**src/design/pid_with_antiwindup_core_defines.svh**
```systemverilog
// Assertion macros shared by the PID core modules.
`ifndef PID_WITH_ANTIWINDUP_CORE_DEFINES_SVH
`define PID_WITH_ANTIWINDUP_CORE_DEFINES_SVH

// The condition must hold at every clock edge outside reset.
`define PIDAW_ASSERT(label, clk, rst_n, cond) \
  label: assert property (@(posedge clk) disable iff (!rst_n) (cond)) \
    else $error("pid_with_antiwindup_core: check failed");

// The consequent must hold in the same cycle as the antecedent.
`define PIDAW_ASSERT_IMPL(label, clk, rst_n, ante, cons) \
  label: assert property (@(posedge clk) disable iff (!rst_n) (ante) |-> (cons)) \
    else $error("pid_with_antiwindup_core: implication failed");

// The consequent must hold in the cycle after the antecedent.
`define PIDAW_ASSERT_NEXT(label, clk, rst_n, ante, cons) \
  label: assert property (@(posedge clk) disable iff (!rst_n) (ante) |=> (cons)) \
    else $error("pid_with_antiwindup_core: next-cycle check failed");

`endif

```
**src/design/pidaw_pkg.sv**
```systemverilog
// Shared types and constants for the PID core with anti-windup.
`timescale 1ns / 1ps

package pidaw_pkg;

  // Width of the internal terms: products, integral term and sum.
  localparam int ACC_WIDTH = 48;

  // Width of the configuration register index.
  localparam int CFG_INDEX_WIDTH = 3;

  // Configuration register indexes.
  typedef enum logic [CFG_INDEX_WIDTH-1:0] {
    REG_KP     = 3'd0,
    REG_KI     = 3'd1,
    REG_KD     = 3'd2,
    REG_LO_LIM = 3'd3,
    REG_HI_LIM = 3'd4
  } cfg_reg_t;

  // Clamp status codes of a result item.
  typedef enum logic [1:0] {
    CLAMP_NONE = 2'd0,
    CLAMP_HIGH = 2'd1,
    CLAMP_LOW  = 2'd2
  } clamp_t;

  // Control that travels with an item from one pipeline stage to the next.
  typedef struct packed {
    logic vld;
    logic clr;
  } stage_ctl_t;

endpackage

```
**src/design/pidaw_cfg_regs.sv**
```systemverilog
// Configuration registers: gains and output limits.
`timescale 1ns / 1ps

module pidaw_cfg_regs #(
  parameter int DATA_WIDTH    = 32,
  parameter int FRACTION_BITS = 16
) (
  input  logic                                 clk,
  input  logic                                 rst_n,
  input  logic                                 cfg_wr,
  input  logic [pidaw_pkg::CFG_INDEX_WIDTH-1:0] cfg_index,
  input  logic [DATA_WIDTH-1:0]                cfg_data,
  output logic signed [DATA_WIDTH-1:0]         kp,
  output logic signed [DATA_WIDTH-1:0]         ki,
  output logic signed [DATA_WIDTH-1:0]         kd,
  output logic signed [DATA_WIDTH-1:0]         lo_lim,
  output logic signed [DATA_WIDTH-1:0]         hi_lim
);
  import pidaw_pkg::*;

  // The value 1.0 in the data format; it vanishes when the fraction is too wide.
  localparam logic [DATA_WIDTH-1:0] ONE_Q = DATA_WIDTH'(64'd1 << FRACTION_BITS);

  logic [DATA_WIDTH-1:0] kp_r, ki_r, kd_r, lo_lim_r, hi_lim_r;

  // Register writes; an index beyond the list is ignored.
  always_ff @(posedge clk) begin
    if (!rst_n) begin
      kp_r     <= ONE_Q;
      ki_r     <= '0;
      kd_r     <= '0;
      lo_lim_r <= '0;
      hi_lim_r <= ONE_Q;
    end else if (cfg_wr) begin
      case (cfg_reg_t'(cfg_index))
        REG_KP:     kp_r     <= cfg_data;
        REG_KI:     ki_r     <= cfg_data;
        REG_KD:     kd_r     <= cfg_data;
        REG_LO_LIM: lo_lim_r <= cfg_data;
        REG_HI_LIM: hi_lim_r <= cfg_data;
        default: begin
        end
      endcase
    end
  end

  assign kp     = $signed(kp_r);
  assign ki     = $signed(ki_r);
  assign kd     = $signed(kd_r);
  assign lo_lim = $signed(lo_lim_r);
  assign hi_lim = $signed(hi_lim_r);

endmodule

```
**config.mk**
```make
export PLATFORM = sky130hd
export DESIGN_NAME = pidaw_cfg_regs
export DESIGN_NICKNAME = d
export VERILOG_FILES = /design/src/design/pid_with_antiwindup_core_defines.svh /design/src/design/pidaw_pkg.sv /design/src/design/pidaw_cfg_regs.sv
export SDC_FILE = /design/constraint.sdc
export NUM_CORES = 1
export LEC_CHECK = 0
export BUFFER_PORTS_ARGS = -buffer_cell sky130_fd_sc_hd__buf_2
export CORE_MARGIN = 2
export CORE_UTILIZATION = 44
export CTS_BUF_LIST = sky130_fd_sc_hd__clkbuf_16
export DETAILED_ROUTE_END_ITERATION = 6
export PLACE_DENSITY_LB_ADDON = 0.2
export SETUP_SLACK_MARGIN = 0.15
export SLEW_MARGIN = 20
export SYNTH_ARGS = -nofsm -noshare
export SYNTH_HDL_FRONTEND = slang
export SYNTH_SLANG_ARGS = --single-unit
```
**constraint.sdc**
```tcl
create_clock -name clk -period 3.15 [get_ports clk]
set_input_delay 0.945 -clock clk [delete_from_list [all_inputs] [get_ports clk]]
set_output_delay 0.945 -clock clk [all_outputs]
set_load 0.02 [all_outputs]
```
==> out/results.txt <==
placed cell count - 897
Die W - 119.1 um
syn_nets - 595
H-tree depth - 4
n_diodes - 0
# setup viols final - 0
largest net degree at the start of global routing - 62
Resize count post-CTS - 0
via count - 4504
crit path time final - 2.032 ns
Yosys top cell by area - dfxtp_1
CP peak stage delay - 0.84 ns
RSZ-0062 raised after global routing - no
initial antenna violation count - 0
total core area - 0.01309 mm^2
Hold Crit Depth - 2
vias per cell - 4.848
P&R area growth vs syn - 27.86%
fmax - 0.4921 GHz
CP arrival - 2.35 ns
Root Driver - clkbuf_16
sequential-to-total area share from yosys stat - 0.5498
Worst slew margin - 0.3905
Int Power - 3.159 mW
DR WL/cell - 15.68 um
sequential share of power - 0.501
Finished Layout Cells - 929
clock sink total - 160
Synth Register Bits - 160
worst hold path type - reg -> reg
first-pass GRT wire length - 23080 um
final wirelength - 14570 um
die area - 0.01418 mm^2
# port buffers - 197
Max Cap Viol - 0
grt ovf - 0
Crit Path Max Fanout - 32
Clock Latency Late Sink - 0.42 ns
Initial DRC Count - 263
CTS Buffer Depth - 2
CP required - 3.47 ns
clock network power share - 0.424
Fin Clk Skew - 0 ns
Slowest-stage cell, CP - nand4bb_4
GRT Util Overall - 0.2078
Combinational Power Share - 0.075
reg2reg path depth - 2
Die Ht - 119.1 um
area share of the largest cell type after synthesis - 0.5498
FF-to-FF Start - kd[27]
WHS Endpoint - hi_lim[23]
measured slew at the worst slew-check pin - 0.9122 ns
Hold Crit Start - hi_lim[23]
Max VDD drop - 377.1 uV
synth unique cells - 12
Starting Density - 0.4452
TritonCTS Buffers - 17
clock slew at reported path FFs - 0.06 ns
Fillers - 1164
pwr dens - 560.5 mW/mm^2
outcome - complete, no violations
Worst Path Class, Setup - in -> reg
post-CTS setup buffers - 0
Slew Limit Fails - 0
Nets - 778
vias in the first global route - 4360
P_sw - 1.016 mW
Final Hold Viols - 0
synthesized instance count - 557
Area contributors post-synth - dfxtp_1 (55%), mux2i_1 (27%), nand2_1 (12%)
CTS tree - done
hold buffers post-CTS - 0
# rows - 42
fin crit share - 0.6451
DP HPWL - 9731 um
antenna violation net count after detailed routing - 0
Setup crit end kind - flip-flop
switching power share of the total - 0.2433
Setup TNS Final - 0 ns
mapped cell area - 0.005826 mm^2
synth warn - 0
I/O pin total - 198
Leak - 4.103 nW
reg2reg setup slack - 2.47 ns
synthesized area per cell - 10.46 um^2
share of cells above drive strength 1 - 0.3094
DR DRC count - 0
crit start category - input pin
crit path cell chain - buf_2 -> nand4bb_4 -> mux2i_1
drt pass-1 iters - 5
R2R Path End - kd[27]
GP Congestion - 0.7863
## metal layers
layer / track usage / vias up / wire length [um]
met5: 0 / - / 0
met1: 0.2558 / 2131 / 6274
met4: 0.08036 / 0 / 259
met2: 0.3387 / 153 / 6997
li1: - / 2200 / -
met3: 0.06657 / 20 / 1034
## critical path, delay by kind of cell
| family | cells | cell delay, ns |
|---|---|---|
| AND/OR/NAND/NOR | 1 | 0.84 |
| buffers and inverters | 1 | 0.15 |
| multiplexers | 1 | 0.40 |
## placed cells by master (no fill, tap or decap), drive strengths merged
cell type / Yosys / routed
clkinv: 0 / 9
nand4b: 1 / 1
dfxtp: 160 / 160
buf: 24 / 203
nor4b: 1 / 1
mux2i: 160 / 160
nand4bb: 3 / 3
nor2b: 3 / 3
inv: 0 / 1
nand2: 190 / 190
clkinvlp: 0 / 5
clkbuf: 15 / 17
## synth_stat cells
| cell type | n |
|---|---|
| dfxtp_1 | 160 |
| nand4b_1 | 1 |
| nand4bb_1 | 3 |
| clkbuf_1 | 15 |
| mux2i_1 | 160 |
| nor4b_4 | 1 |
| nand2_1 | 190 |
| buf_2 | 7 |
| nor2b_1 | 3 |
| buf_4 | 12 |
| buf_6 | 3 |
| buf_1 | 2 |
## final cells by class
type	instances	area [um^2]	area share
flip-flops and latches	160	3203	0.4300
repair buffers	203	1071	0.1438
well taps	176	220.2	0.02956
multi-input cells	358	2449	0.3287
clock buffers	17	425.4	0.05711
clock inverters	15	80.08	0.01075
## state kept, by name, indices dropped and copies added (netlist names)
signal,count
kd,32
lo_lim,32
ki,32
kp,32
hi_lim,32
## power by group through the flow
stage,sequential [mW],combinational [mW],clock [mW]
final,2.09,0.311,1.77
after global routing,2.10,0.336,1.90
after CTS,2.09,0.316,1.80
after detailed placement,2.14,0.315,0
after global placement,2.13,0.309,0
after floorplan,2.19,0.139,0
## cells by family (layout without fill, tap and decap cells)
logic type,Yosys count,after routing,share of synthesized area
multiplexers,160,160,0.2749
buffers and inverters,39,235,0.03823
flip-flops,160,160,0.5498
AND/OR/NAND/NOR,198,198,0.1370
## worst max path at each step
stage / startpoint / end / depth (start not counted)
2_1_floorplan: cfg_index[0] / kp[0] / 3
3_3_place_gp: cfg_index[1] / hi_lim[21] / 3
3_5_place_dp: cfg_index[2] / kd[19] / 3
4_1_cts: cfg_index[2] / ki[27] / 3
5_1_grt: cfg_index[2] / ki[22] / 3
6_report: cfg_index[2] / kd[19] / 3
## per-stage QoR
step	setup slack, ns	area [um^2]	hold slack (ns)	power [mW]	utilization
final	1.118	7448	0.4533	4.175	0.5692
after global routing	1.015	7448	0.4719	4.328	0.5692
after CTS	1.104	7448	0.4571	4.209	0.5692
after detailed placement	0.6824	6943	0.4473	2.450	0.5306
after global placement	0.7403	6943	0.4394	2.444	0.5306
after floorplan	1.317	5826	0.5332	2.328	-
No activity file was read; power rests on OpenSTA's default activity.
