==> config.mk <==
export PLATFORM = sky130hd
export DESIGN_NAME = pidaw_acc_stage
export DESIGN_NICKNAME = d
export VERILOG_FILES = /design/src/design/pidaw_pkg.sv /design/src/design/pidaw_acc_stage.sv
export VERILOG_INCLUDE_DIRS = /design/src /design/src/design
export SDC_FILE = /design/constraint.sdc
export NUM_CORES = 1
export LEC_CHECK = 0
export BUFFER_PORTS_ARGS = -buffer_cell sky130_fd_sc_hd__buf_2
export CORE_MARGIN = 10
export CORE_UTILIZATION = 35
export CTS_BUF_LIST = sky130_fd_sc_hd__clkbuf_16
export CTS_CLUSTER_SIZE = 28
export DETAILED_ROUTE_END_ITERATION = 8
export PLACE_DENSITY_LB_ADDON = 0.05
export SLEW_MARGIN = 20
export SYNTH_ARGS = -nofsm -noshare
export SYNTH_HDL_FRONTEND = slang
export SYNTH_SLANG_ARGS = --single-unit
==> constraint.sdc <==
create_clock -name clk -period 42.9 [get_ports clk]
set_clock_uncertainty 0.1 [all_clocks]
set_input_delay 4.29 -clock clk [delete_from_list [all_inputs] [get_ports clk]]
set_output_delay 4.29 -clock clk [all_outputs]
set_load 0.02 [all_outputs]
==> src/design/pid_with_antiwindup_core_defines.svh <==
// Assertion macros shared by the PID core modules.
`ifndef PID_WITH_ANTIWINDUP_CORE_DEFINES_SVH
`define PID_WITH_ANTIWINDUP_CORE_DEFINES_SVH

// The condition must hold at every clock edge outside reset.
`define PIDAW_ASSERT(label, clk, rst_n, cond) \
  label: assert property (@(posedge clk) disable iff (!rst_n) (cond)) \
    else $error("pid_with_antiwindup_core: check failed");

// The consequent must hold in the same cycle as the antecedent.
`define PIDAW_ASSERT_IMPL(label, clk, rst_n, ante, cons) \
  label: assert property (@(posedge clk) disable iff (!rst_n) (ante) |-> (cons)) \
    else $error("pid_with_antiwindup_core: implication failed");

// The consequent must hold in the cycle after the antecedent.
`define PIDAW_ASSERT_NEXT(label, clk, rst_n, ante, cons) \
  label: assert property (@(posedge clk) disable iff (!rst_n) (ante) |=> (cons)) \
    else $error("pid_with_antiwindup_core: next-cycle check failed");

`endif

==> src/design/pidaw_pkg.sv <==
// Shared types and constants for the PID core with anti-windup.
`timescale 1ns / 1ps

package pidaw_pkg;

  // Width of the internal terms: products, integral term and sum.
  localparam int ACC_WIDTH = 48;

  // Width of the configuration register index.
  localparam int CFG_INDEX_WIDTH = 3;

  // Configuration register indexes.
  typedef enum logic [CFG_INDEX_WIDTH-1:0] {
    REG_KP     = 3'd0,
    REG_KI     = 3'd1,
    REG_KD     = 3'd2,
    REG_LO_LIM = 3'd3,
    REG_HI_LIM = 3'd4
  } cfg_reg_t;

  // Clamp status codes of a result item.
  typedef enum logic [1:0] {
    CLAMP_NONE = 2'd0,
    CLAMP_HIGH = 2'd1,
    CLAMP_LOW  = 2'd2
  } clamp_t;

  // Control that travels with an item from one pipeline stage to the next.
  typedef struct packed {
    logic vld;
    logic clr;
  } stage_ctl_t;

endpackage

==> src/design/pidaw_acc_stage.sv <==
// Result stage: integral update, sum, clamp and back-calculation.
`timescale 1ns / 1ps
`include "pid_with_antiwindup_core_defines.svh"

module pidaw_acc_stage #(
  parameter int DATA_WIDTH = 32
) (
  input  logic                                    clk,
  input  logic                                    rst_n,
  input  pidaw_pkg::stage_ctl_t                   ctl_i,
  input  logic signed [pidaw_pkg::ACC_WIDTH-1:0]  p_i,
  input  logic signed [pidaw_pkg::ACC_WIDTH-1:0]  ie_i,
  input  logic signed [pidaw_pkg::ACC_WIDTH-1:0]  d_i,
  input  logic signed [DATA_WIDTH-1:0]            ki,
  input  logic signed [DATA_WIDTH-1:0]            lo_lim,
  input  logic signed [DATA_WIDTH-1:0]            hi_lim,
  output logic                                    ready_up,
  output logic                                    out_valid,
  input  logic                                    out_stall,
  output logic signed [DATA_WIDTH-1:0]            out_drive,
  output logic [1:0]                              out_clamp_status
);
  import pidaw_pkg::*;

  localparam int AW = ACC_WIDTH;
  localparam logic signed [AW+1:0] ACC_MAX_W = (AW+2)'({1'b0, {(AW-1){1'b1}}});
  localparam logic signed [AW+1:0] ACC_MIN_W = ~ACC_MAX_W;

  // Saturate a sum of a few internal terms to the internal width.
  function automatic logic signed [AW-1:0] sat_acc(input logic signed [AW+1:0] x);
    if (x > ACC_MAX_W) begin
      sat_acc = ACC_MAX_W[AW-1:0];
    end else if (x < ACC_MIN_W) begin
      sat_acc = ACC_MIN_W[AW-1:0];
    end else begin
      sat_acc = x[AW-1:0];
    end
  endfunction

  logic                         out_vld_r;
  logic signed [DATA_WIDTH-1:0] drive_r, drive_nxt;
  clamp_t                       status_r, status_nxt;
  logic signed [AW-1:0]         integ_r, integ_nxt;
  logic signed [AW-1:0]         integ_base, integ_acc, sum_sat, clamp_term;
  logic signed [AW-1:0]         lo_ext, hi_ext, lim_sel;
  logic                         load;
  logic                         res_high, res_low, res_none, ki_idle_load;

  // The result register takes an item when empty or when its item is taken.
  assign ready_up = !out_vld_r || !out_stall;
  assign load     = ctl_i.vld && ready_up;

  // Integral accumulation, total sum and clamp against the limits.
  always_comb begin
    integ_base = ctl_i.clr ? '0 : integ_r;
    integ_acc  = sat_acc((AW+2)'(integ_base) + (AW+2)'(ie_i));
    sum_sat    = sat_acc((AW+2)'(p_i) + (AW+2)'(integ_acc) + (AW+2)'(d_i));
    lo_ext     = AW'(lo_lim);
    hi_ext     = AW'(hi_lim);
    if (sum_sat > hi_ext) begin
      status_nxt = CLAMP_HIGH;
      lim_sel    = hi_ext;
      drive_nxt  = hi_lim;
    end else if (sum_sat < lo_ext) begin
      status_nxt = CLAMP_LOW;
      lim_sel    = lo_ext;
      drive_nxt  = lo_lim;
    end else begin
      status_nxt = CLAMP_NONE;
      lim_sel    = sum_sat;
      drive_nxt  = sum_sat[DATA_WIDTH-1:0];
    end
    // Back-calculation: the integral term makes the unclamped sum hit the limit.
    clamp_term = sat_acc((AW+2)'(lim_sel) - (AW+2)'(p_i) - (AW+2)'(d_i));
    if (status_nxt != CLAMP_NONE && ki != '0) begin
      integ_nxt = clamp_term;
    end else begin
      integ_nxt = integ_acc;
    end
  end

  // Output valid and integral state.
  always_ff @(posedge clk) begin
    if (!rst_n) begin
      out_vld_r <= 1'b0;
      integ_r   <= '0;
    end else if (load) begin
      out_vld_r <= 1'b1;
      integ_r   <= integ_nxt;
    end else if (!out_stall) begin
      out_vld_r <= 1'b0;
    end
  end

  // Result payload.
  always_ff @(posedge clk) begin
    if (load) begin
      drive_r  <= drive_nxt;
      status_r <= status_nxt;
    end
  end

  assign out_valid        = out_vld_r;
  assign out_drive        = drive_r;
  assign out_clamp_status = status_r;

  // Conditions watched by the checks below.
  assign res_high     = out_vld_r && status_r == CLAMP_HIGH;
  assign res_low      = out_vld_r && status_r == CLAMP_LOW;
  assign res_none     = out_vld_r && status_r == CLAMP_NONE;
  assign ki_idle_load = load && ki == '0 && !ctl_i.clr;

  // A clamped result carries its limit, an unclamped one lies between the limits.
  `PIDAW_ASSERT_IMPL(a_clamp_high, clk, rst_n, res_high, drive_r == hi_lim)
  `PIDAW_ASSERT_IMPL(a_clamp_low, clk, rst_n, res_low, drive_r == lo_lim)
  `PIDAW_ASSERT_IMPL(a_in_range, clk, rst_n, res_none, drive_r >= lo_lim && drive_r <= hi_lim)
  // With zero integral gain the integral term only changes through a clear.
  `PIDAW_ASSERT_NEXT(a_zero_ki_hold, clk, rst_n, ki_idle_load, integ_r == $past(integ_r))

endmodule

==> reports/metrics.cfg <==
[run_status]
outcome=finished, final reports clean

[layout]
drive_gt1_share_pct=14.37
synthToLayoutAreaGrowth_pct=13.16
fillCellCount=5349
nets=3093

[floorplan]
ios=281
die_area_sq_um=59550
core_sq_um=49860
die_w_um=244.0
rows=82
die_h_um=244.0
start_util_pct=35.23

[timing]
max_slew_margin_pct=16.92
fin_crit_ns=22.97
clock.fmax_mhz=43.54
slew_viol_final=0
grt_setup_unrepaired=no
tns_ns=0
period_share_pct=53.54
finalSetupViolCount=0
hold_viol_final=0
worst_pin_slew_ns=1.230

[critical_path]
required_ns=43.07
r2r_slack_ns=23.98
cp_max_fo=59
reg2reg_to=integ_r[10]
r2r_start=integ_r[0]
start_kind=input pin
critPathArrivalTime_ns=23.14
critPathKind=input pin to register
cp_common_cell=a21oi_1
crit_start=ctl_i[0]
rr_worst_depth=69
cp_slowest_stage_delay_ns=0.72
endpoint=integ_r[10]
end_kind=register
cp_slowest_cell=mux2i_2

[synth]
yosysTopAreaCell=ha_1
yosys.cell_types.count=78
synth.top_cell.area_share_pct=17.17
avgSynthCellArea_sq_um=7.671
async_reset_ff_share_pct=0
synth_seq_cells=83
yosys_warnings=0
synth_common_cells=a21oi_1 (267), inv_1 (243), ha_1 (241), nand2_1 (219), a21o_1 (174)
ys_seq_area_share_pct=11.40
synth_enable_flop_cells=34
syn_area_sq_um=17570
syn_inst=2290
synth_nets=2874
yosysMostFrequentCell=a21oi_1
synth_area_leaders=ha_1 (17%), fa_1 (11%), a21oi_1 (7.6%)
synth_flop_cell=dfxtp_1

[global_route]
grt_pass1_vias=17730
grt_pass1_wl_um=103800
grt-ovfl-total=0
use_met3_pct=3.575
grtUsageMet1_pct=27.86
grtUsageMet2_pct=39.83
grt-busiest-layer=met2
grt_use_total_pct=22.51
grt_start_max_net_pins=60
antenna_found_initial=0

[routing]
viasPerCell=5.422
drt-total-wl_um=68740
postRouteAntennaNets=0
drt_iter0_drc=1071
first_pass_iters=5
drc_errors=0
via_count=17270
post_drt_wl_per_cell_um=21.57

[clocking]
cts.sinks=83
cts_buffer_depth=2
cts-buffers-inserted=9
htree_levels=3
cts_resized=0
clock_latency_ns=0.39
cts_tree=yes
cts_root_buf=clkbuf_16
cts_setup_buffers=0
clkTransAtPathRegs_ns=0.07
cts.hold.buffers_added=0

[flow_run]
drv_cap=0

[placed_design]
finalWeightedCongestion=0.9157
post-dp-hpwl_um=59700
port_buffers=280

[hold_path]
worstHoldPathType=register to register

==> worst min-delay path by stage <==
stage | end | slack [ns] | cells past startpoint | start
final | integ_r[24] | 0.34 | 2 | integ_r[24]
after CTS | integ_r[24] | 0.35 | 2 | integ_r[24]
after floorplan | integ_r[20] | 0.32 | 2 | integ_r[20]
after detailed placement | integ_r[24] | 0.34 | 2 | integ_r[24]
after global placement | integ_r[24] | 0.33 | 2 | integ_r[24]
after global routing | integ_r[35] | 0.37 | 2 | integ_r[35]
==> cells in the final DEF (no fill, tap or decap), types with 5 or more instances in the layout <==
cell and n:
a31oi_1 14, a21oi_1 267, xnor2_1 72, buf_4 12, nand4_1 47, o21ai_1 17, o31ai_1 10, inv_1 243
nand3_1 37, o211ai_1 15, and3_1 18, fa_1 98, a21boi_0 5, o21ai_0 110, ha_1 241, nand2_1 219
a211o_1 5, or3_1 9, mux2_2 26, a22o_1 30, nor3_1 22, buf_2 280, and2_1 9, o21bai_1 21
a221oi_1 5, nand2b_1 25, nor4_1 15, and4_1 6, a211oi_1 20, clkbuf_16 10, dfxtp_1 49, o21a_1 23
nor2_1 117, xor2_1 48, nor2b_1 78, a21o_1 174, edfxtp_1 34
==> logic make-up (layout without fill, tap and decap cells) <==
kind of cell	count (synthesis)	in the layout	share of synthesized area, %
compound gates	766	766	27.89
xor+xnor	120	120	5.983
fa+ha+maj	339	339	28.34
buf+inv	330	553	7.244
flops	83	83	11.40
mux	31	31	1.952
other cells	0	1	0
simple gates	621	621	17.20
==> metrics by stage <==
step / cell area, sq um / cells / util [%] / hold WS, ns / setup WS (ns)
after CTS: 19870 / 3185 / 39.86 / 0.3451 / 20.24
final: 19880 / 3186 / 39.86 / 0.3450 / 19.93
after global routing: 19870 / 3185 / 39.86 / 0.3725 / 18.42
after detailed placement: 19600 / 3170 / 39.30 / 0.3356 / 19.91
after global placement: 19590 / 3170 / 39.29 / 0.3342 / 19.96
after floorplan: 17570 / 2290 / - / 0.3171 / 24.54
==> layout make-up <==
type	count	area, sq um	area share (%)
Clock buffer	10	250.2	1.259
Sequential cell	83	2002	10.07
Inverter	246	923.4	4.646
Clock inverter	5	28.78	0.1448
Multi-Input combinational cell	1877	14340	72.13
Antenna cell	1	2.502	0.01259
Tap cell	672	840.8	4.230
Timing Repair Buffer	292	1491	7.503
==> routing by layer <==
metal | wire length [um] | part of all wire, % | up-vias
met5 | 0 | 0 | -
met4 | 1589 | 2.3 | 0
met3 | 3332 | 4.8 | 61
met2 | 33710 | 49 | 457
met1 | 30100 | 44 | 8208
li1 | - | - | 8548
==> sequential cells by signal (all words and copies together) (netlist names) <==
| signal | count |
|---|---|
| integ_r | 48 |
| out_valid | 1 |
| out_drive | 32 |
| out_clamp_status | 2 |
==> worst max-delay path: cells and delay by family <==
| family | cells | cell delay [ns] |
|---|---|---|
| adder cells (fa/ha/maj) | 7 | 2.57 |
| AO/OA/AOI/OAI | 31 | 8.51 |
| multiplexers | 2 | 1.04 |
| XOR/XNOR | 1 | 0.15 |
| buffers and inverters | 9 | 1.93 |
| AND/OR/NAND/NOR | 20 | 4.52 |
Power is not shown: default switching activity piles up to over one toggle a cycle in this logic, so the estimate is an artifact.
