===== src/design/pid_with_antiwindup_core_defines.svh =====
// Assertion macros shared by the PID core modules.
`ifndef PID_WITH_ANTIWINDUP_CORE_DEFINES_SVH
`define PID_WITH_ANTIWINDUP_CORE_DEFINES_SVH

// The condition must hold at every clock edge outside reset.
`define PIDAW_ASSERT(label, clk, rst_n, cond) \
  label: assert property (@(posedge clk) disable iff (!rst_n) (cond)) \
    else $error("pid_with_antiwindup_core: check failed");

// The consequent must hold in the same cycle as the antecedent.
`define PIDAW_ASSERT_IMPL(label, clk, rst_n, ante, cons) \
  label: assert property (@(posedge clk) disable iff (!rst_n) (ante) |-> (cons)) \
    else $error("pid_with_antiwindup_core: implication failed");

// The consequent must hold in the cycle after the antecedent.
`define PIDAW_ASSERT_NEXT(label, clk, rst_n, ante, cons) \
  label: assert property (@(posedge clk) disable iff (!rst_n) (ante) |=> (cons)) \
    else $error("pid_with_antiwindup_core: next-cycle check failed");

`endif


===== src/design/pidaw_pkg.sv =====
// Shared types and constants for the PID core with anti-windup.
`timescale 1ns / 1ps

package pidaw_pkg;

  // Width of the internal terms: products, integral term and sum.
  localparam int ACC_WIDTH = 48;

  // Width of the configuration register index.
  localparam int CFG_INDEX_WIDTH = 3;

  // Configuration register indexes.
  typedef enum logic [CFG_INDEX_WIDTH-1:0] {
    REG_KP     = 3'd0,
    REG_KI     = 3'd1,
    REG_KD     = 3'd2,
    REG_LO_LIM = 3'd3,
    REG_HI_LIM = 3'd4
  } cfg_reg_t;

  // Clamp status codes of a result item.
  typedef enum logic [1:0] {
    CLAMP_NONE = 2'd0,
    CLAMP_HIGH = 2'd1,
    CLAMP_LOW  = 2'd2
  } clamp_t;

  // Control that travels with an item from one pipeline stage to the next.
  typedef struct packed {
    logic vld;
    logic clr;
  } stage_ctl_t;

endpackage


===== src/design/pidaw_in_stage.sv =====
// Input register stage: captures the error sample and forms the difference.
`timescale 1ns / 1ps

module pidaw_in_stage #(
  parameter int DATA_WIDTH = 32
) (
  input  logic                          clk,
  input  logic                          rst_n,
  input  logic                          in_valid,
  output logic                          in_stall,
  input  logic signed [DATA_WIDTH-1:0]  in_error_sample,
  input  logic                          in_clear,
  input  logic                          ready_dn,
  output pidaw_pkg::stage_ctl_t         ctl_o,
  output logic signed [DATA_WIDTH-1:0]  err_o,
  output logic signed [DATA_WIDTH:0]    diff_o
);
  import pidaw_pkg::*;

  stage_ctl_t                  ctl_r;
  logic signed [DATA_WIDTH-1:0] err_r;
  logic signed [DATA_WIDTH:0]   diff_r;
  logic signed [DATA_WIDTH:0]   diff_nxt;
  logic                         have_prev_r;
  logic                         ready_up;
  logic                         load;

  // The stage takes an item when it is empty or its item moves on.
  assign ready_up = !ctl_r.vld || ready_dn;
  assign in_stall = !ready_up;
  assign load     = in_valid && ready_up;

  // The last captured sample is the previous error; a clear drops it.
  always_comb begin
    if (have_prev_r && !in_clear) begin
      diff_nxt = $signed({in_error_sample[DATA_WIDTH-1], in_error_sample})
               - $signed({err_r[DATA_WIDTH-1], err_r});
    end else begin
      diff_nxt = '0;
    end
  end

  // Control and history flag.
  always_ff @(posedge clk) begin
    if (!rst_n) begin
      ctl_r       <= '0;
      have_prev_r <= 1'b0;
    end else begin
      if (ready_up) begin
        ctl_r.vld <= in_valid;
        ctl_r.clr <= in_clear;
      end
      if (load) begin
        have_prev_r <= 1'b1;
      end
    end
  end

  // Payload.
  always_ff @(posedge clk) begin
    if (load) begin
      err_r  <= in_error_sample;
      diff_r <= diff_nxt;
    end
  end

  assign ctl_o  = ctl_r;
  assign err_o  = err_r;
  assign diff_o = diff_r;

endmodule


===== config.mk =====
export PLATFORM = sky130hd
export DESIGN_NAME = pidaw_in_stage
export DESIGN_NICKNAME = d
export VERILOG_FILES = /design/src/design/pid_with_antiwindup_core_defines.svh /design/src/design/pidaw_pkg.sv /design/src/design/pidaw_in_stage.sv
export SDC_FILE = /design/constraint.sdc
export NUM_CORES = 1
export LEC_CHECK = 0
export ABC_AREA = 1
export BUFFER_PORTS_ARGS = -buffer_cell sky130_fd_sc_hd__buf_2
export CAP_MARGIN = 20
export CORE_ASPECT_RATIO = 1.25
export CORE_UTILIZATION = 52
export CTS_BUF_LIST = sky130_fd_sc_hd__clkbuf_8
export CTS_CLUSTER_DIAMETER = 200
export DETAILED_ROUTE_END_ITERATION = 10
export PLACE_DENSITY = 0.77
export RECOVER_POWER = 50
export SLEW_MARGIN = 30
export SYNTH_ARGS = -nofsm -noshare
export SYNTH_HDL_FRONTEND = slang
export SYNTH_SLANG_ARGS = --single-unit

===== constraint.sdc =====
create_clock -name clk -period 6 [get_ports clk]
set_input_delay 0.6 -clock clk [delete_from_list [all_inputs] [get_ports clk]]
set_output_delay 0.6 -clock clk [all_outputs]
set_load 0.03 [all_outputs]

==> results of run 1 <==
[how the worst min path moves through the flow]
stage,from,to,depth (start not counted)
2_1_floorplan,have_prev_r$_SDFFE_PN0P_,have_prev_r$_SDFFE_PN0P_,2
3_3_place_gp,have_prev_r$_SDFFE_PN0P_,have_prev_r$_SDFFE_PN0P_,2
3_5_place_dp,have_prev_r$_SDFFE_PN0P_,have_prev_r$_SDFFE_PN0P_,2
4_1_cts,in_error_sample[0],err_o[0]$_DFFE_PP_,1
5_1_grt,in_error_sample[3],err_o[3]$_DFFE_PP_,1
6_report,in_error_sample[26],err_o[26]$_DFFE_PP_,1
[kinds of logic (layout without fill, tap and decap cells)]
kind of cell,count (synthesis),count (layout)
AOI/OAI and AO/OA,61,61
adders and majority gates,33,33
buffers and inverters,166,285
DFF,68,68
and+or+nand+nor,356,356
[layout by cell type (no fill, tap or decap)]
master	netlist	routed
nand3_1	23	23
dfxtp_1	3	3
a21oi_1	41	41
edfxtp_1	65	65
nor3_1	3	3
o21bai_1	3	3
nor2_4	1	2
nand2_2	22	22
a21o_1	1	1
nand4_1	6	6
inv_1	150	150
or2_2	1	1
clkinv_2	0	4
nor3_2	5	5
nor2_2	13	13
and2_1	11	11
clkinvlp_4	0	2
o21ai_0	14	14
ha_1	32	32
buf_4	2	1
fa_1	1	1
a21oi_2	2	2
buf_2	0	21
nor2_1	55	54
and3_1	1	1
inv_2	13	13
clkbuf_1	1	84
nand2_1	212	212
clkinv_4	0	1
clkbuf_8	0	9
nand3_2	3	3
[cell type report]
| type | instances | area (µm²) | share of cell area (%) |
|---|---|---|---|
| sequential | 68 | 2010 | 35.4 |
| multi-input combinational | 450 | 2310 | 40.7 |
| clock buffer | 9 | 124 | 2.18 |
| timing repair buffer | 106 | 428 | 7.53 |
| tap | 123 | 154 | 2.71 |
| inverter | 163 | 612 | 10.8 |
| clock inverter | 7 | 43.8 | 0.770 |
[layer usage]
layer	wire length (µm)	share of wire, %
met5	0	0
met4	472	3.9
met3	401	3.3
met2	6360	52
met1	4980	41
[state kept, by name (all words and copies together) (netlist names)]
name / cells
err_o: 32
ctl_o: 2
diff_o: 33
have_prev_r: 1
[critical path: stages, from the launching register on]
cell	delay, ns
dfxtp_1	0.33
inv_1	0.04
nor2_1	0.07
clkbuf_1	1.15
o21ai_0	0.22
a21oi_1	0.26
[metrics by stage]
step                hold slack (ns)  instance area (µm²)
floorplan                     0.440                 4950
global placement              0.455                 5630
detailed placement            0.483                 5630
CTS                           0.410                 5790
global route                  0.422                 5690
finish                        0.427                 5690
[power groups by stage]
| stage | Combinational (mW) | Sequential (mW) | Clock [mW] |
|---|---|---|---|
| 2_1_floorplan | 0.220 | 0.640 | 0 |
| 3_3_place_gp | 0.385 | 0.577 | 0 |
| 3_5_place_dp | 0.389 | 0.578 | 0 |
| 4_1_cts | 0.391 | 0.568 | 0.344 |
| 5_1_grt | 0.426 | 0.572 | 0.357 |
| 6_report | 0.383 | 0.568 | 0.337 |
==> results.ini, run 1 <==
[route]
ant_nets=0
first_pass_iters=5
route.detailed.drc=0
wl_mm=12.2
drt_iter0_markers=184
via_count=4464
wl_per_cell_um=13.2
vias_per_cell=4.82

[grt]
grt.total_usage_pct=26.5
antenna_found_initial=0
met3_usage_pct=2.68
grt_overflow=0
grt_pass1_vias=4301
use_met2_pct=46.3
top_usage_layer=met2
grt_max_degree=67
gr-usage-met1_pct=30.3
grt_first_pass_wirelength_mm=19.8

[logic_synthesis]
synth_ff_type=edfxtp_1
synth-simple-area-share_pct=31.6
syn_inst=684
syn_avg_cell_area_um2=7.23
synth.top_cells.by_area=edfxtp_1 (39%), nand2_1 (16%), inv_1 (11%)
netlist_area_um2=4950
synth_compound_area_share_pct=6.53
synth_largest_area_cell=edfxtp_1
seq_area_frac_synth_pct=40.7
synth_common_cells=nand2_1 (212), inv_1 (150), edfxtp_1 (65), nor2_1 (55), a21oi_1 (41)
synthXorXnorAreaFrac_pct=0
yosys.area_share.adder_pct=8.50
ys_ff_latch=68
yosys_warnings=0
async_flop_share_pct=0
yosysUniqueCellTypes=26
synth_top_family_by_area=simple AND/OR/NAND/NOR gates
synth_most_common_cell=nand2_1
muxShareOfSynthArea_pct=0
post-synth-top-area-fraction_pct=39.5
synth_edf_count=65
syn_nets=754

[floorplanning]
die_h_um=111
core_area_um2=9170
fp-row-count=39
start_util_pct=53.9
dieArea_um2=9910
die_width_um=89.2
io_pins=105

[critical_path]
r2r-start=have_prev_r$_SDFFE_PN0P_
worstPathRequired_ns=6.19
crit_path_end=diff_o[16]$_SDFFCE_PN0P_
r2r_end=diff_o[16]$_SDFFCE_PN0P_
r2r_setup_slack_ns=3.74
crit_path_end_kind=register
worstSetupStartpoint=have_prev_r$_SDFFE_PN0P_
crit_fanout=32
critPathKind=register to register
start_kind=register
crit_arrival_ns=2.45
reg2reg_depth=5

[clock_network]
cts_max_path_buffers=2
clkTransAtPathRegs_ns=0.08
cts_tree=done
root_buffer=clkbuf_8
clock_latency_ns=0.36
clkSinkCount=68
cts-resized-gates=0
numCtsBuffers=9
cts_htree_levels=3
hold_buffers=0
cts_setup_buffers=0

[place]
hpwl_mm=9.69
pre_cts_slack_ns=3.53
dp.cells=910
place_congestion=0.943
portBuffers=104

[pwr]
seqPwrFrac_pct=44.1
total_power_mw=1.29
pwr-share-comb_pct=29.7
swShare_pct=37.1
power_switching_mw=0.478
p_clk_share_pct=26.2
ir_drop_uv=116
power.leakage_nw=2.92
intPower_mw=0.810
power.density_nw_per_um2=227

[layout]
fin_cells=926
syn2layout_area_growth_pct=14.9
final_nets=868
final_core_util_pct=62.0
fillers=932
layout-drive-gt1-share_pct=12.3
antenna_cells=0

[timing]
slew_headroom_pct=-5.47
skew_ns=0.00474
tns_ns=0
setup_viol_count_final=0
drv_slew=33
tightest_slew_ns=1.58
post-route-period-util_pct=37.7
max_freq_mhz=442
period_needed_ns=2.26
hold_violations=0
rsz0062_at_grt=no
setup_ws_ns=3.74

[outcome]
failed_checks=capacitance limit, slew limit
status=complete, but fails checks

[job]
max_cap_violations=1

[min_path]
hp-class=input port to register

Power figures use the tool's default switching activity.
==> run 2, diff against run 1 <==
--- a/config.mk
+++ b/config.mk
@@ -13,7 +13,7 @@
 export CTS_BUF_LIST = sky130_fd_sc_hd__clkbuf_8
 export CTS_CLUSTER_DIAMETER = 200
 export DETAILED_ROUTE_END_ITERATION = 10
-export PLACE_DENSITY = 0.77
+export PLACE_DENSITY = 0.8
 export RECOVER_POWER = 50
 export SLEW_MARGIN = 30
 export SYNTH_ARGS = -nofsm -noshare
==> constraint.sdc (replaced) <==
create_clock -name clk -period 2 [get_ports clk]
set_input_delay 0.2 -clock clk [delete_from_list [all_inputs] [get_ports clk]]
set_output_delay 0.2 -clock clk [all_outputs]
set_load 0.03 [all_outputs]
==> run 2 against run 1 <==
Against the previous run:
- die area unchanged
- total power increased to 3.4 times the previous value
- utilization increased by 8.8 points
- final cell count increased by 2.1%
- critical path depth increased by 7
- worst setup slack got worse by 3.8 ns
- sequential share of layout area decreased by 4.4 points
- sequential power increased to 3.0 times the previous value
- critical endpoint is now diff_o[20]$_SDFFCE_PN0P_
- global-route usage increased by 0.43 points
- the flow finishes with violations (setup timing)
- highest routed layer unchanged
- largest cell class unchanged
==> results.ini, run 2 (synthesized netlist as in run 1, its figures left out) <==
[outcome]
status=complete, but fails checks
failed_checks=setup timing

[place]
hpwl_mm=9.98
portBuffers=104
dp.cells=921
placed_area_um2=5740
place_congestion=0.931

[floorplanning]
start_util_pct=53.9
die_h_um=111
die_width_um=89.2
dieArea_um2=9910
core_area_um2=9170
fp-row-count=39
io_pins=105

[timing]
hold_violations=0
setup_viol_count_final=2
post-route-period-util_pct=103
setup_ws_ns=-0.0581
max_freq_mhz=486
drv_slew=0
tns_ns=-0.0679
skew_ns=0.00931
rsz0062_at_grt=yes
period_needed_ns=2.06
tightest_slew_ns=0.374
slew_headroom_pct=75.2

[clock_network]
cts_tree=done
cts_max_path_buffers=2
clkSinkCount=68
root_buffer=clkbuf_8
cts_htree_levels=3
clkTransAtPathRegs_ns=0.07
clock_latency_ns=0.36
numCtsBuffers=9
hold_buffers=0

[pwr]
intPower_mw=2.80
seqPwrFrac_pct=39.4
power.density_nw_per_um2=666
power.leakage_nw=3.23
p_clk_share_pct=27.1
total_power_mw=4.32
swShare_pct=35.2
power_switching_mw=1.52
pwr-share-comb_pct=33.5
ir_drop_uv=490

[layout]
final_area_um2=6490
fillers=788
antenna_cells=0
regArea_um2=2010
layout_commonest_cell=nand2_1
final_nets=887
largest_register_ffs=33
multi_input_area_um2=2870
final_cell_mix=nand2_1 (179), inv_1 (149), buf_2 (66)
fin_cells=945
syn2layout_area_growth_pct=31.2
layout-drive-gt1-share_pct=30.5

[min_path]
hold_depth=1
hp-class=input port to register

[critical_path]
reg2reg_depth=12
crit_fanout=3
crit_arrival_ns=2.17
start_kind=register
critPathKind=register to register
worstPathRequired_ns=2.11
crit_path_end_kind=register

[grt]
antenna_found_initial=0
grt_overflow=0
grt.total_usage_pct=27.0
grt_max_degree=67
grt_first_pass_wirelength_mm=20.0
grt_pass1_vias=4334

[route]
vias_per_cell=4.99
met1_length_mm=5.23
routed.top_layer=met4
drt_iter0_markers=252
wl_mm=13.3
wl_per_cell_um=14.1
via_count=4714
wl_met3_um=514
ant_nets=0
route.detailed.drc=0
dr_wl_met2_mm=6.83
first_pass_iters=5

[job]
max_cap_violations=0

==> run 2: cell count changes in the layout (fill, tap and decap cells not counted), moves of 19 or more <==
cell      delta
buf_2       +45
clkbuf_1    -46
buf_4       +19
nand2_2     +25
nand2_1     -33
ha_1        -26
ha_4        +21
==> run 2: path summary, 6_finish.rpt <==
path | from | end | slack (ns)
worst max-delay path | err_o[0]$_DFFE_PP_ | diff_o[20]$_SDFFCE_PN0P_ | -0.06
worst min-delay path | in_error_sample[21] | err_o[21]$_DFFE_PP_ | 0.04
worst min register to register | ctl_o[0]$_SDFFE_PN0N_ | ctl_o[0]$_SDFFE_PN0N_ | 0.50
worst max register to register | err_o[0]$_DFFE_PP_ | diff_o[20]$_SDFFCE_PN0P_ | -0.06
==> run 2: layer usage <==
layer  GRT usage, %  up-vias
li1               -     2380
met1           30.4     2114
met2           47.3      168
met3           4.10       52
met4           14.5        0
met5              0        -
==> run 2: layout make-up <==
cell class              count  area share (%)
well taps                 123            2.37
multi-input cells         450            44.2
clock inverters             5           0.790
repair buffers            125            9.91
inverters                 163            9.43
clock buffers              11            2.33
flip-flops and latches     68            31.0
==> run 2: what timing repair did <==
action | CTS | global route
setup endpoints to repair | 4 | 23
setup buffers | 2 | 6
gates resized for setup | 6 | 111
pin swaps | 2 | 17
==> run 2: worst max-delay path: stages (launching register included) <==
cell      delay, ns
edfxtp_1       0.39
ha_2           0.20
fa_2           0.37
inv_2          0.10
nand2_2        0.06
nand2_2        0.09
nand4_1        0.14
nand3_4        0.15
nand2_2        0.07
nand2_2        0.08
nand2_1        0.05
nand2_1        0.06
nor2_1         0.04
==> run 2: stage by stage <==
stage	util, %	hold WS (ns)	worst slack (ns)
2_1_floorplan	-	0.299	-0.0285
5_1_grt	70.7	0.0207	-0.117
3_5_place_dp	62.6	0.396	-0.144
6_report	70.7	0.0396	-0.0581
3_3_place_gp	62.6	0.396	-0.115
4_1_cts	65.2	0.0196	-0.0287
==> run 2: power by group through the flow <==
stage          Combinational [mW]  Clock [mW]  Sequential, mW
2_1_floorplan               0.666           0            1.92
5_1_grt                      1.58        1.24            1.71
6_report                     1.45        1.17            1.70
4_1_cts                      1.23        1.19            1.70
3_3_place_gp                 1.20           0            1.73
3_5_place_dp                 1.22           0            1.73
